===== src/design/dst_pkg.sv =====
// shared types, constants and tables for the eu dst offset pipeline
package dst_pkg;

    // field widths
    localparam int UTC_W  = 32;
    localparam int OFS_W  = 16;
    localparam int DAYS_W = 16;
    localparam int DOE_W  = 18;
    localparam int DOY_W  = 9;
    localparam int YOE_W  = 9;
    localparam int WDAY_W = 3;
    localparam int MP_W   = 4;
    localparam int APB_AW = 3;
    localparam int APB_DW = 32;

    // register reset values
    localparam logic [OFS_W-1:0] STD_OFS_RST = 16'd3600;
    localparam logic [OFS_W-1:0] SUM_OFS_RST = 16'd7200;

    // register index, taken from paddr[2]
    localparam logic CFG_STANDARD = 1'b0;
    localparam logic CFG_SUMMER   = 1'b1;

    // seconds to days: (t >> 7) / 675 by reciprocal multiply
    localparam int               SEC_PRE_SHIFT = 7;
    localparam logic [25:0]      RECIP_675     = 26'd50903317;
    localparam logic [31:0]      SECS_PER_DAY  = 32'd86400;
    localparam logic [16:0]      SECS_PER_HOUR = 17'd3600;

    // day count to era-relative day
    localparam logic [19:0] EPOCH_SHIFT = 20'd719468;
    localparam logic [19:0] ERA4_BASE   = 20'd584388;
    localparam logic [19:0] ERA5_BASE   = 20'd730485;
    localparam logic [15:0] WDAY_SHIFT  = 16'd4;

    // day of era corrections
    localparam logic [16:0]      RECIP_1460_Q = 17'd91930;   // (doe >> 2) / 365, shift 25
    localparam logic [18:0]      RECIP_365    = 19'd367720;  // num / 365, shift 27
    localparam logic [DOE_W-1:0] CENT_1       = 18'd36524;
    localparam logic [DOE_W-1:0] CENT_2       = 18'd73048;
    localparam logic [DOE_W-1:0] CENT_3       = 18'd109572;
    localparam logic [DOE_W-1:0] CENT_4       = 18'd146096;
    localparam logic [YOE_W-1:0] YEARS_100    = 9'd100;
    localparam logic [YOE_W-1:0] YEARS_200    = 9'd200;
    localparam logic [YOE_W-1:0] YEARS_300    = 9'd300;
    localparam logic [DOE_W-1:0] DAYS_PER_YR  = 18'd365;

    // months counted from march
    localparam logic [MP_W-1:0] MP_MARCH   = 4'd0;
    localparam logic [MP_W-1:0] MP_OCTOBER = 4'd7;
    localparam int              MP_LAST    = 11;
    localparam logic [DOY_W-1:0] LAST_SUN_MIN = 9'd25;

    // per-item sideband carried down the pipe
    typedef struct packed {
        logic [WDAY_W-1:0] wday;
        logic              hour_ge1;
    } side_t;

    // stage load enables
    typedef struct packed {
        logic s1;
        logic s2;
        logic s3;
        logic s4;
        logic s5;
    } pipe_en_t;

    // first day of year (from march) of each month
    function automatic logic [DOY_W-1:0] month_start(input logic [MP_W-1:0] mp);
        logic [DOY_W-1:0] d;
        case (mp)
            4'd0:    d = 9'd0;
            4'd1:    d = 9'd31;
            4'd2:    d = 9'd61;
            4'd3:    d = 9'd92;
            4'd4:    d = 9'd122;
            4'd5:    d = 9'd153;
            4'd6:    d = 9'd184;
            4'd7:    d = 9'd214;
            4'd8:    d = 9'd245;
            4'd9:    d = 9'd275;
            4'd10:   d = 9'd306;
            4'd11:   d = 9'd337;
            default: d = 9'd0;
        endcase
        return d;
    endfunction

endpackage


===== src/design/dst_ifs.sv =====
// valid/ready channel interfaces for timestamp input and offset output
interface dst_in_if;
    import dst_pkg::*;
    logic             valid;
    logic             ready;
    logic [UTC_W-1:0] utc_seconds;

    modport source (output valid, output utc_seconds, input ready);
    modport sink (input valid, input utc_seconds, output ready);
endinterface

interface dst_out_if;
    import dst_pkg::*;
    logic             valid;
    logic             ready;
    logic [OFS_W-1:0] offset_seconds;
    logic             summer_active;

    modport source (output valid, output offset_seconds, output summer_active, input ready);
    modport sink (input valid, input offset_seconds, input summer_active, output ready);
endinterface


===== src/design/dst_days.sv =====
// stages 1-2: seconds to day count, hour flag, weekday and day of era
module dst_days (
    input  logic                        clk,
    input  logic [dst_pkg::UTC_W-1:0]   t_in,
    input  dst_pkg::pipe_en_t           en,
    output logic [dst_pkg::DOE_W-1:0]   doe,
    output dst_pkg::side_t              side
);
    import dst_pkg::*;

    logic [UTC_W-1:0]  t1_reg;
    logic [50:0]       prod1_reg;
    logic [50:0]       prod1_next;
    logic [DOE_W-1:0]  doe_reg;
    logic [DOE_W-1:0]  doe_next;
    side_t             side_reg;
    side_t             side_next;

    logic [DAYS_W-1:0] days;
    logic [UTC_W-1:0]  day_secs;
    logic [UTC_W-1:0]  sod;
    logic [16:0]       wsum;
    logic [17:0]       wpad;
    logic [5:0]        fold1;
    logic [3:0]        fold2;
    logic [19:0]       z;
    logic [19:0]       doe_w;

    // reciprocal multiply for the day count
    always_comb
    begin
        prod1_next = {26'd0, t_in[UTC_W-1:SEC_PRE_SHIFT]} * {25'd0, RECIP_675};
    end

    // day split, weekday by base-8 digit folding, era offset
    always_comb
    begin
        days     = prod1_reg[50:35];
        day_secs = {16'd0, days} * SECS_PER_DAY;
        sod      = t1_reg - day_secs;

        wsum  = {1'b0, days} + {1'b0, WDAY_SHIFT};
        wpad  = {1'b0, wsum};
        fold1 = {3'd0, wpad[2:0]} + {3'd0, wpad[5:3]} + {3'd0, wpad[8:6]}
              + {3'd0, wpad[11:9]} + {3'd0, wpad[14:12]} + {3'd0, wpad[17:15]};
        fold2 = {1'b0, fold1[5:3]} + {1'b0, fold1[2:0]};
        if (fold2 >= 4'd7)
        begin
            fold2 = fold2 - 4'd7;
        end
        side_next.wday     = fold2[2:0];
        side_next.hour_ge1 = (sod[16:0] >= SECS_PER_HOUR);

        z = {4'd0, days} + EPOCH_SHIFT;
        if (z >= ERA5_BASE)
        begin
            doe_w = z - ERA5_BASE;
        end
        else
        begin
            doe_w = z - ERA4_BASE;
        end
        doe_next = doe_w[DOE_W-1:0];
    end

    // pipeline registers
    always_ff @(posedge clk)
    begin
        if (en.s1)
        begin
            t1_reg    <= t_in;
            prod1_reg <= prod1_next;
        end
        if (en.s2)
        begin
            doe_reg  <= doe_next;
            side_reg <= side_next;
        end
    end

    assign doe  = doe_reg;
    assign side = side_reg;

endmodule


===== src/design/dst_civil.sv =====
// stages 3-5: day of era to year of era and day of year
module dst_civil (
    input  logic                        clk,
    input  logic [dst_pkg::DOE_W-1:0]   doe,
    input  dst_pkg::side_t              side_in,
    input  dst_pkg::pipe_en_t           en,
    output logic [dst_pkg::DOY_W-1:0]   doy,
    output dst_pkg::side_t              side
);
    import dst_pkg::*;

    logic [32:0]      prod2_reg;
    logic [32:0]      prod2_next;
    logic [2:0]       cent_reg;
    logic [2:0]       cent_next;
    logic             last_reg;
    logic [DOE_W-1:0] doe3_reg;
    side_t            side3_reg;

    logic [35:0]      prod4_reg;
    logic [35:0]      prod4_next;
    logic [DOE_W-1:0] doe4_reg;
    side_t            side4_reg;

    logic [DOY_W-1:0] doy_reg;
    logic [DOY_W-1:0] doy_next;
    side_t            side5_reg;

    logic [7:0]       q1460;
    logic [DOE_W-1:0] num;
    logic [YOE_W-1:0] yoe;
    logic [1:0]       c100;
    logic [DOE_W-1:0] base;

    // stage 3: doe / 1460 multiply, century count
    always_comb
    begin
        prod2_next = {17'd0, doe[DOE_W-1:2]} * {16'd0, RECIP_1460_Q};
        if (doe >= CENT_4)
        begin
            cent_next = 3'd4;
        end
        else if (doe >= CENT_3)
        begin
            cent_next = 3'd3;
        end
        else if (doe >= CENT_2)
        begin
            cent_next = 3'd2;
        end
        else if (doe >= CENT_1)
        begin
            cent_next = 3'd1;
        end
        else
        begin
            cent_next = 3'd0;
        end
    end

    // stage 4: leap-corrected day count divided by 365
    always_comb
    begin
        q1460 = prod2_reg[32:25];
        num   = doe3_reg - {10'd0, q1460} + {15'd0, cent_reg} - {17'd0, last_reg};
        prod4_next = 36'({19'd0, num} * {18'd0, RECIP_365});
    end

    // stage 5: day of year
    always_comb
    begin
        yoe = prod4_reg[35:27];
        if (yoe >= YEARS_300)
        begin
            c100 = 2'd3;
        end
        else if (yoe >= YEARS_200)
        begin
            c100 = 2'd2;
        end
        else if (yoe >= YEARS_100)
        begin
            c100 = 2'd1;
        end
        else
        begin
            c100 = 2'd0;
        end
        base = 18'({9'd0, yoe} * DAYS_PER_YR) + {11'd0, yoe[YOE_W-1:2]} - {16'd0, c100};
        doy_next = 9'(doe4_reg - base);
    end

    // pipeline registers
    always_ff @(posedge clk)
    begin
        if (en.s3)
        begin
            prod2_reg <= prod2_next;
            cent_reg  <= cent_next;
            last_reg  <= (doe == CENT_4);
            doe3_reg  <= doe;
            side3_reg <= side_in;
        end
        if (en.s4)
        begin
            prod4_reg <= prod4_next;
            doe4_reg  <= doe3_reg;
            side4_reg <= side3_reg;
        end
        if (en.s5)
        begin
            doy_reg   <= doy_next;
            side5_reg <= side4_reg;
        end
    end

    assign doy  = doy_reg;
    assign side = side5_reg;

endmodule


===== src/design/dst_rule.sv =====
// month, day of month and the european summer time decision
module dst_rule (
    input  logic [dst_pkg::DOY_W-1:0] doy,
    input  dst_pkg::side_t            side,
    output logic                      summer
);
    import dst_pkg::*;

    logic [MP_W-1:0]  mp;
    logic [DOY_W-1:0] mday;
    logic [DOY_W-1:0] limit;
    logic             past_last_sun;

    // month from march, day of month
    always_comb
    begin
        mp = MP_MARCH;
        for (int k = 1; k <= MP_LAST; k++)
        begin
            if (doy >= month_start(4'(k)))
            begin
                mp = 4'(k);
            end
        end
        mday = doy - month_start(mp) + 9'd1;
    end

    // on or after the last sunday, 01:00 utc on the sunday itself
    always_comb
    begin
        limit = LAST_SUN_MIN + {6'd0, side.wday};
        past_last_sun = (mday >= limit) && ((side.wday != 3'd0) || side.hour_ge1);
        case (mp)
            MP_MARCH:   summer = past_last_sun;
            MP_OCTOBER: summer = !past_last_sun;
            default:    summer = (mp > MP_MARCH) && (mp < MP_OCTOBER);
        endcase
    end

endmodule


===== src/design/eu_dst_offset_from_epoch_top.sv =====
// top level: input stage, date pipeline, offset registers and result register
// a result passes the input register, the date stages and the result register in turn
// throughput: one transaction per cycle unless stalled; the constant-divisor multiply stages set the depth
// stalled results hold in place while empty stages still take new transactions
// reset: asynchronous, clears all valid bits, offsets return to 3600 and 7200
module eu_dst_offset_from_epoch_top (
    input  logic                         clk,
    input  logic                         rst_n,
    dst_in_if.sink                       in_ch,
    dst_out_if.source                    out_ch,
    input  logic                         psel,
    input  logic                         penable,
    input  logic                         pwrite,
    input  logic [dst_pkg::APB_AW-1:0]   paddr,
    input  logic [dst_pkg::APB_DW-1:0]   pwdata,
    output logic [dst_pkg::APB_DW-1:0]   prdata,
    output logic                         pready
);
    import dst_pkg::*;

    logic [OFS_W-1:0] std_ofs_reg;
    logic [OFS_W-1:0] sum_ofs_reg;

    logic [UTC_W-1:0] t0_reg;
    logic             v0_reg;
    logic             v1_reg;
    logic             v2_reg;
    logic             v3_reg;
    logic             v4_reg;
    logic             v5_reg;
    logic             out_valid_reg;
    logic [OFS_W-1:0] offset_reg;
    logic             summer_reg;

    logic             en0;
    logic             en_out;
    pipe_en_t         en;
    logic             cfg_wr;

    logic [DOE_W-1:0] doe;
    side_t            side2;
    logic [DOY_W-1:0] doy;
    side_t            side5;
    logic             summer;

    // stage load enables, a stage loads when empty or draining
    always_comb
    begin
        en_out = !out_valid_reg || out_ch.ready;
        en.s5  = !v5_reg || en_out;
        en.s4  = !v4_reg || en.s5;
        en.s3  = !v3_reg || en.s4;
        en.s2  = !v2_reg || en.s3;
        en.s1  = !v1_reg || en.s2;
        en0    = !v0_reg || en.s1;
    end

    assign in_ch.ready = en0;
    assign cfg_wr      = psel && penable && pwrite && pready;

    // configuration registers
    always_ff @(posedge clk or negedge rst_n)
    begin
        if (!rst_n)
        begin
            std_ofs_reg <= STD_OFS_RST;
            sum_ofs_reg <= SUM_OFS_RST;
        end
        else if (cfg_wr)
        begin
            case (paddr[2])
                CFG_STANDARD: std_ofs_reg <= pwdata[OFS_W-1:0];
                CFG_SUMMER:   sum_ofs_reg <= pwdata[OFS_W-1:0];
                default:      std_ofs_reg <= std_ofs_reg;
            endcase
        end
    end

    // register readback
    always_comb
    begin
        case (paddr[2])
            CFG_STANDARD: prdata = {16'd0, std_ofs_reg};
            CFG_SUMMER:   prdata = {16'd0, sum_ofs_reg};
            default:      prdata = '0;
        endcase
    end

    assign pready = 1'b1;

    // stage valid bits
    always_ff @(posedge clk or negedge rst_n)
    begin
        if (!rst_n)
        begin
            v0_reg        <= 1'b0;
            v1_reg        <= 1'b0;
            v2_reg        <= 1'b0;
            v3_reg        <= 1'b0;
            v4_reg        <= 1'b0;
            v5_reg        <= 1'b0;
            out_valid_reg <= 1'b0;
        end
        else
        begin
            if (en0)
            begin
                v0_reg <= in_ch.valid;
            end
            if (en.s1)
            begin
                v1_reg <= v0_reg;
            end
            if (en.s2)
            begin
                v2_reg <= v1_reg;
            end
            if (en.s3)
            begin
                v3_reg <= v2_reg;
            end
            if (en.s4)
            begin
                v4_reg <= v3_reg;
            end
            if (en.s5)
            begin
                v5_reg <= v4_reg;
            end
            if (en_out)
            begin
                out_valid_reg <= v5_reg;
            end
        end
    end

    // input and result payload
    always_ff @(posedge clk)
    begin
        if (en0)
        begin
            t0_reg <= in_ch.utc_seconds;
        end
        if (en_out)
        begin
            summer_reg <= summer;
            offset_reg <= summer ? sum_ofs_reg : std_ofs_reg;
        end
    end

    dst_days u_days (
        .clk  (clk),
        .t_in (t0_reg),
        .en   (en),
        .doe  (doe),
        .side (side2)
    );

    dst_civil u_civil (
        .clk     (clk),
        .doe     (doe),
        .side_in (side2),
        .en      (en),
        .doy     (doy),
        .side    (side5)
    );

    dst_rule u_rule (
        .doy    (doy),
        .side   (side5),
        .summer (summer)
    );

    assign out_ch.valid          = out_valid_reg;
    assign out_ch.offset_seconds = offset_reg;
    assign out_ch.summer_active  = summer_reg;

endmodule


===== src/flat_wrapper.sv =====
// flat-port wrapper written by rule: the top's interface ports become plain ports
module eu_dst_offset_from_epoch_top_flat import dst_pkg::*;
  (clk, rst_n, psel, penable, pwrite, paddr, pwdata, prdata, pready, in_ch_valid, in_ch_utc_seconds, in_ch_ready, out_ch_valid, out_ch_offset_seconds, out_ch_summer_active, out_ch_ready);
  dst_in_if in_ch_i ();
  dst_out_if out_ch_i ();
  input  logic clk;
  input  logic rst_n;
  input  logic psel;
  input  logic penable;
  input  logic pwrite;
  input  logic [dst_pkg::APB_AW-1:0] paddr;
  input  logic [dst_pkg::APB_DW-1:0] pwdata;
  output logic [dst_pkg::APB_DW-1:0] prdata;
  output logic pready;
  input wire logic [$bits(in_ch_i.valid)-1:0] in_ch_valid;
  input wire logic [$bits(in_ch_i.utc_seconds)-1:0] in_ch_utc_seconds;
  output wire logic [$bits(in_ch_i.ready)-1:0] in_ch_ready;
  output wire logic [$bits(out_ch_i.valid)-1:0] out_ch_valid;
  output wire logic [$bits(out_ch_i.offset_seconds)-1:0] out_ch_offset_seconds;
  output wire logic [$bits(out_ch_i.summer_active)-1:0] out_ch_summer_active;
  input wire logic [$bits(out_ch_i.ready)-1:0] out_ch_ready;
  assign in_ch_i.valid = in_ch_valid;
  assign in_ch_i.utc_seconds = in_ch_utc_seconds;
  assign in_ch_ready = in_ch_i.ready;
  assign out_ch_valid = out_ch_i.valid;
  assign out_ch_offset_seconds = out_ch_i.offset_seconds;
  assign out_ch_summer_active = out_ch_i.summer_active;
  assign out_ch_i.ready = out_ch_ready;
  eu_dst_offset_from_epoch_top u_core (.clk(clk), .rst_n(rst_n), .in_ch(in_ch_i), .out_ch(out_ch_i), .psel(psel), .penable(penable), .pwrite(pwrite), .paddr(paddr), .pwdata(pwdata), .prdata(prdata), .pready(pready));
endmodule

===== config.mk =====
export PLATFORM = sky130hd
export DESIGN_NAME = eu_dst_offset_from_epoch_top_flat
export DESIGN_NICKNAME = d
export VERILOG_FILES = /design/src/design/dst_pkg.sv /design/src/design/dst_ifs.sv /design/src/design/dst_days.sv /design/src/design/dst_civil.sv /design/src/design/dst_rule.sv /design/src/design/eu_dst_offset_from_epoch_top.sv /design/src/flat_wrapper.sv
export SDC_FILE = /design/constraint.sdc
export NUM_CORES = 2
export LEC_CHECK = 0
export BUFFER_PORTS_ARGS = -buffer_cell sky130_fd_sc_hd__buf_2
export CAP_MARGIN = 20
export CORE_ASPECT_RATIO = 1.2
export CORE_UTILIZATION = 40
export DETAILED_ROUTE_END_ITERATION = 12
export PLACE_DENSITY = 0.66
export SYNTH_ARGS = -nofsm -noshare
export SYNTH_HDL_FRONTEND = slang
export SYNTH_HIERARCHICAL = 1
export SYNTH_SLANG_ARGS = --single-unit
export TNS_END_PERCENT = 5

===== constraint.sdc =====
create_clock -name clk -period 16.31 [get_ports clk]
set_clock_uncertainty 0.2 [all_clocks]
set_input_delay 1.631 -clock clk [delete_from_list [all_inputs] [get_ports clk]]
set_output_delay 1.631 -clock clk [all_outputs]
set_load 0.005 [all_outputs]

# Yosys cells after proc, flatten, opt, wreduce, memory -nomap -nowiden
# Memory sizes are Yosys's and may differ from the RTL's.
# Cells that the tools add are included.
word_totals:
  ff_bits: 295
  rom_bits: 144
  out_inout_bits: 52
  n_memories: 1
mem_list:
  columns: ["name", "words", "width", "read_ports", "rd_ports_with_merged_regs", "write_ports", "line_no", "source"]
  rows:
  - ["(name not given)", 16, 9, 1, 0, 0, "dst_pkg.sv:72", "case (mp)"]
classes:
  n_addsub: 21
  mul: 5
  magnitude_cmp: 24
  eq_ne: 2
  muxes: 22
  bitwise: 1
  n_reduce_logical: 24
ops:
  columns: ["operator", "count"]
  rows:
  - ["$pmux 32 s2", 1]
  - ["$mul 25x26->51 const B", 1]
  - ["$ge 9x8->1 const B", 5]
  - ["$mux 4", 10]
  - ["$ge 18x17->1 const B", 2]
  - ["$ge 9x9->1 const B", 4]
  - ["$mul 18x16->33 const B", 1]
  - ["$mul 16x16->32 const B", 1]
  - ["$ge 9x7->1 const B", 3]
  - ["$add 16x20->20 const B", 1]
  - ["$ge 20x20->1 const B", 1]
  - ["$add 18x3->18", 1]
  - ["$eq 18x18->1 const B", 1]
  - ["$ge 18x16->1 const B", 1]
  - ["$ge 18x18->1 const B", 1]
  - ["$mux 18", 1]
  - ["$sub 18x1->18", 1]
  - ["$sub 18x16->18 const B", 1]
  - ["$sub 18x18->18 const B", 1]
  - ["$sub 18x8->18", 1]
  - ["$sub 9x9->9", 2]
  - ["$add 16x3->17 const B", 1]
  - ["$ge 17x12->1 const B", 1]
  - ["$sub 17x17->17", 1]
  - ["other kinds (31)", 55]

# Logic depth before layout (Yosys ltp)
# An unclocked memory read counts as a cell.
logic_depth:
  ltp_word: 20
  depth_mapped: 33

# Cells and area by module
# Netlist, hierarchy kept.
modules_own_cells:
  columns: ["module", "instances", "cells_per_inst", "area_per_inst_um2", "seq_area_each_um2"]
  rows:
  - ["dst_civil", 1, 1391, 14889.3, 2072.0]
  - ["dst_days", 1, 1377, 13797.0, 1531.5]
  - ["eu_dst_offset_from_epoch_top", 1, 196, 3550.9, 2457.4]
  - ["dst_rule", 1, 157, 1234.9, 0.0]

# Worst setup path after synthesis
# OpenSTA, ideal clock, no wires.
synth_path:
  kind: "flip-flop to flip-flop"
  start: "register u_core.u_civil.cent_reg[0]"
  end: "register u_core.u_civil.prod4_reg[32] (data pin)"
  arrival_time_ns: 8.440
  required_time_ns: 15.850
  slack_ns: 7.410
  stages_incl_launch_ff: 33
  n_path_buf: 0
  synth_period_minus_slack_ns: 8.900
  cell_sequence: "edfxtp_1 fa_1 inv_1 fa_1 inv_1 ha_1 fa_1 a21o_1 a21oi_1 o21ba_2 o211a_1 o31ai_1 or2_2 xor2_1 inv_1 fa_1 inv_1 ha_1 fa_1 fa_1 fa_1 inv_1 fa_1 inv_1 ha_1 o21a_1 o211ai_1 a311o_1 a211oi_1 o31ai_1 nand2b_1 a21oi_1 xnor2_1"
synth_via:
  elab_chain_cells: 3
synth_rtl:
  columns: ["element", "line_no", "source"]
  rows:
  - ["start, declared", "dst_civil.sv:14", "logic [2:0] cent_reg;"]
  - ["start signal, assigned", "dst_civil.sv:99", "cent_reg <= cent_next;"]
  - ["$add 18x3->18", "dst_civil.sv:65", "num = doe3_reg - {10'd0, q1460} + {15'd0, cent_reg} - {17'd0, last_reg};"]
  - ["$sub 18x1->18", "dst_civil.sv:65", null]
  - ["$mul 18x16->33", "dst_civil.sv:66", "prod4_next = 36'({19'd0, num} * {18'd0, RECIP_365});"]
  - ["named net u_core.u_civil.prod4_next[32]", "dst_civil.sv:21", "logic [35:0] prod4_next;"]
  - ["end signal, assigned", "dst_civil.sv:106", "prod4_reg <= prod4_next;"]
  - ["end, declared", "dst_civil.sv:20", "logic [35:0] prod4_reg;"]
# The timed path passes the listed nets, and every way through them passes these cells.
# A chain may end at the register's enable or synchronous reset.

# Worst setup path in the final report
# Same ends and word-level chain as after synthesis.

==> impl_metrics.xml <==
<?xml version="1.0" encoding="UTF-8"?>
<metrics>
  <group name="sta">
    <metric name="min_period" unit="ns">9.31</metric>
    <metric name="final-setup-viol-count" unit="">0</metric>
    <metric name="min_period_over_period" unit="%">57.1</metric>
    <metric name="timing_max_transition_violations_final" unit="">0</metric>
    <metric name="totalNegativeSetupSlack" unit="ns">0</metric>
    <metric name="timing_worst_slew_pin_value" unit="ns">1.06</metric>
    <metric name="rsz_0062_raised_after_global_routing" unit="">no</metric>
    <metric name="report.final.hold_viol_count" unit="">0</metric>
    <metric name="max_slew_margin" unit="%">29.3</metric>
    <metric name="max_freq" unit="MHz">107</metric>
  </group>
  <group name="route">
    <metric name="wl_per_cell" unit="µm">15.8</metric>
    <metric name="route.antenna.remaining_nets" unit="">0</metric>
    <metric name="first_pass_iters" unit="">5</metric>
    <metric name="routed_via_density" unit="">4.84</metric>
    <metric name="post-route-drc-count" unit="">0</metric>
    <metric name="detailroute.via_count" unit="">21100</metric>
    <metric name="total_routed_wirelength" unit="µm">68700</metric>
    <metric name="drt_iter0_drc" unit="">854</metric>
  </group>
  <group name="synth">
    <metric name="post_synth.cell_area_avg" unit="µm²">10.7</metric>
    <metric name="syn_area" unit="µm²">33400</metric>
    <metric name="yosysWarnings" unit="">6</metric>
    <metric name="synthesis.instances" unit="">3117</metric>
  </group>
  <group name="critical_path">
    <metric name="worst_setup_path_start_kind" unit="">flop</metric>
    <metric name="worst_reg2reg_path_length_in_cells" unit="">33</metric>
    <metric name="regToRegEndpoint" unit="">u_core/u_civil/prod4_reg[32]$_DFFE_PP_</metric>
    <metric name="worst_path_required" unit="ns">16.42</metric>
    <metric name="slowest_delay" unit="ns">0.55</metric>
    <metric name="worst-setup-path-type" unit="">reg2reg</metric>
    <metric name="r2r_start" unit="">u_core/u_civil/cent_reg[0]$_SDFFCE_PP0P_</metric>
    <metric name="r2r_setup_slack" unit="ns">7.00</metric>
    <metric name="critical_path_arrival" unit="ns">9.42</metric>
    <metric name="cpMostUsedCell" unit="">sky130_fd_sc_hd__fa_1</metric>
    <metric name="cpMaxStageDelayCell" unit="">sky130_fd_sc_hd__o31ai_1</metric>
    <metric name="critical_path_fanouts_max" unit="">8</metric>
    <metric name="setup.worst_path.end_class" unit="">flop</metric>
  </group>
  <group name="floorplanning">
    <metric name="io_pins" unit="">126</metric>
    <metric name="core_area" unit="µm²">82300</metric>
    <metric name="die_x" unit="µm">266</metric>
    <metric name="die_h" unit="µm">318</metric>
    <metric name="design.die.area" unit="µm²">84500</metric>
    <metric name="std_cell_rows" unit="">115</metric>
    <metric name="start_util" unit="%">40.5</metric>
  </group>
  <group name="final_layout">
    <metric name="mostFrequentLayoutCell" unit="">sky130_fd_sc_hd__inv_1</metric>
    <metric name="most-common-layout-cells" unit="">sky130_fd_sc_hd__inv_1, sky130_fd_sc_hd__ha_1, sky130_fd_sc_hd__fa_1, sky130_fd_sc_hd__edfxtp_1, sky130_fd_sc_hd__a21oi_1</metric>
    <metric name="finalCoreUtilization" unit="%">43.5</metric>
    <metric name="fill_cells" unit="">7867</metric>
    <metric name="area.growth.synth_to_final" unit="%">7.43</metric>
    <metric name="layout-drive-gt1-share" unit="%">8.03</metric>
    <metric name="fin_nets" unit="">4462</metric>
    <metric name="antennaDiodeCount" unit="">0</metric>
    <metric name="finish.cell_count_without_fillers" unit="">4349</metric>
    <metric name="largest_register_ff_count" unit="">28</metric>
  </group>
  <group name="cts">
    <metric name="ctsLongestPathBuffers" unit="">3</metric>
    <metric name="cts-root-buf" unit="">sky130_fd_sc_hd__clkbuf_16</metric>
    <metric name="worst_setup_hold_path_clk_slew" unit="ns">0.07</metric>
    <metric name="clock_tree_from_tritoncts" unit="">built</metric>
    <metric name="cts_made_buffers" unit="">23</metric>
    <metric name="count_of_hold_buffers_inserted_by_post_cts_repair" unit="">0</metric>
    <metric name="clk_latency" unit="ns">0.56</metric>
    <metric name="cts_htree_levels" unit="">1</metric>
    <metric name="cts_setup_buffers" unit="">0</metric>
    <metric name="clkSinkCount" unit="">204</metric>
    <metric name="cts.repair.resized" unit="">0</metric>
  </group>
  <group name="min_path">
    <metric name="timing.hold.worst.start" unit="">u_core/u_days/side[0]$_DFFE_PP_</metric>
    <metric name="worst_hold_end" unit="">u_core/u_civil/side3_reg[0]$_DFFE_PP_</metric>
    <metric name="holdPathStages" unit="">0</metric>
    <metric name="hp-class" unit="">reg2reg</metric>
  </group>
  <group name="grt">
    <metric name="use_met2" unit="%">31.5</metric>
    <metric name="overall_overflow_remaining_after_global_route" unit="">0</metric>
    <metric name="grt_pass1_vias" unit="">22800</metric>
    <metric name="grt.met1_usage" unit="%">21.2</metric>
    <metric name="grt_max_degree" unit="">40</metric>
    <metric name="grtUsageMet3" unit="%">1.33</metric>
    <metric name="global_route_wire_length_before_repair" unit="µm">116000</metric>
    <metric name="gr-max-usage-layer" unit="">met2</metric>
    <metric name="grt_antenna_before_repair" unit="">0</metric>
    <metric name="grt_usage" unit="%">16.9</metric>
  </group>
  <group name="place">
    <metric name="dpl.hpwl" unit="µm">57600</metric>
    <metric name="portBuffers" unit="">86</metric>
    <metric name="place.gp.congestion" unit="">0.872</metric>
    <metric name="placed_cells_incl_taps" unit="">4307</metric>
  </group>
  <group name="outcome">
    <metric name="run_status" unit="">complete, no violations</metric>
  </group>
  <group name="run">
    <metric name="cap_violations" unit="">0</metric>
  </group>
</metrics>
cell type report:
class	instances	area, µm²	area share, %
clock inverters	14	173	0.482
multi-input cells	2076	24100	67.3
well taps	1111	1390	3.88
flip-flops and latches	204	5940	16.6
clock buffers	28	614	1.71
inverters	812	3050	8.51
repair buffers	104	566	1.58
metal layers:
layer	part of all wire, %	vias to the layer above
met2	52	293
met1	44	10400
li1	-	10300
met3	2.4	83
met4	2.2	0
met5	0	-
critical path: cells and delay by family (launching register included):
kind                       cells  cell delay [ns]
and+or+nand+nor                2             0.47
xor gates and xnor gates       2             0.22
AOI/OAI and AO/OA             11             2.40
adders and majority gates     11             4.73
buffers and inverters          7             0.60
DFF                            1             0.40
worst max path at each step:
stage / start / endpoint / slack, ns / cells after the start
after global routing: u_core/u_civil/cent_reg[0]$_SDFFCE_PP0P_ / u_core/u_civil/prod4_reg[32]$_DFFE_PP_ / 6.42 / 33
final: u_core/u_civil/cent_reg[0]$_SDFFCE_PP0P_ / u_core/u_civil/prod4_reg[32]$_DFFE_PP_ / 7.00 / 33
after CTS: u_core/u_civil/cent_reg[0]$_SDFFCE_PP0P_ / u_core/u_civil/prod4_reg[33]$_DFFE_PP_ / 6.98 / 31
after floorplan: u_core/u_civil/cent_reg[0]$_SDFFCE_PP0P_ / u_core/u_civil/prod4_reg[32]$_DFFE_PP_ / 7.41 / 32
after global placement: u_core/u_civil/prod2_reg[25]$_DFFE_PP_ / u_core/u_civil/prod4_reg[32]$_DFFE_PP_ / 7.02 / 34
after detailed placement: u_core/u_civil/prod2_reg[25]$_DFFE_PP_ / u_core/u_civil/prod4_reg[33]$_DFFE_PP_ / 7.00 / 32
through the flow:
stage | worst slack (ns) | hold slack [ns] | cell area, µm²
2_1_floorplan | 7.41 | 0.200 | 33400
3_3_place_gp | 7.02 | 0.201 | 35000
3_5_place_dp | 7.00 | 0.206 | 35000
4_1_cts | 6.98 | 0.186 | 35800
5_1_grt | 6.42 | 0.195 | 35800
6_report | 7.00 | 0.197 | 35800
Power is left out: the tool's default activity adds up to more than one toggle a clock period on the data nets, which glitch-free logic cannot reach.
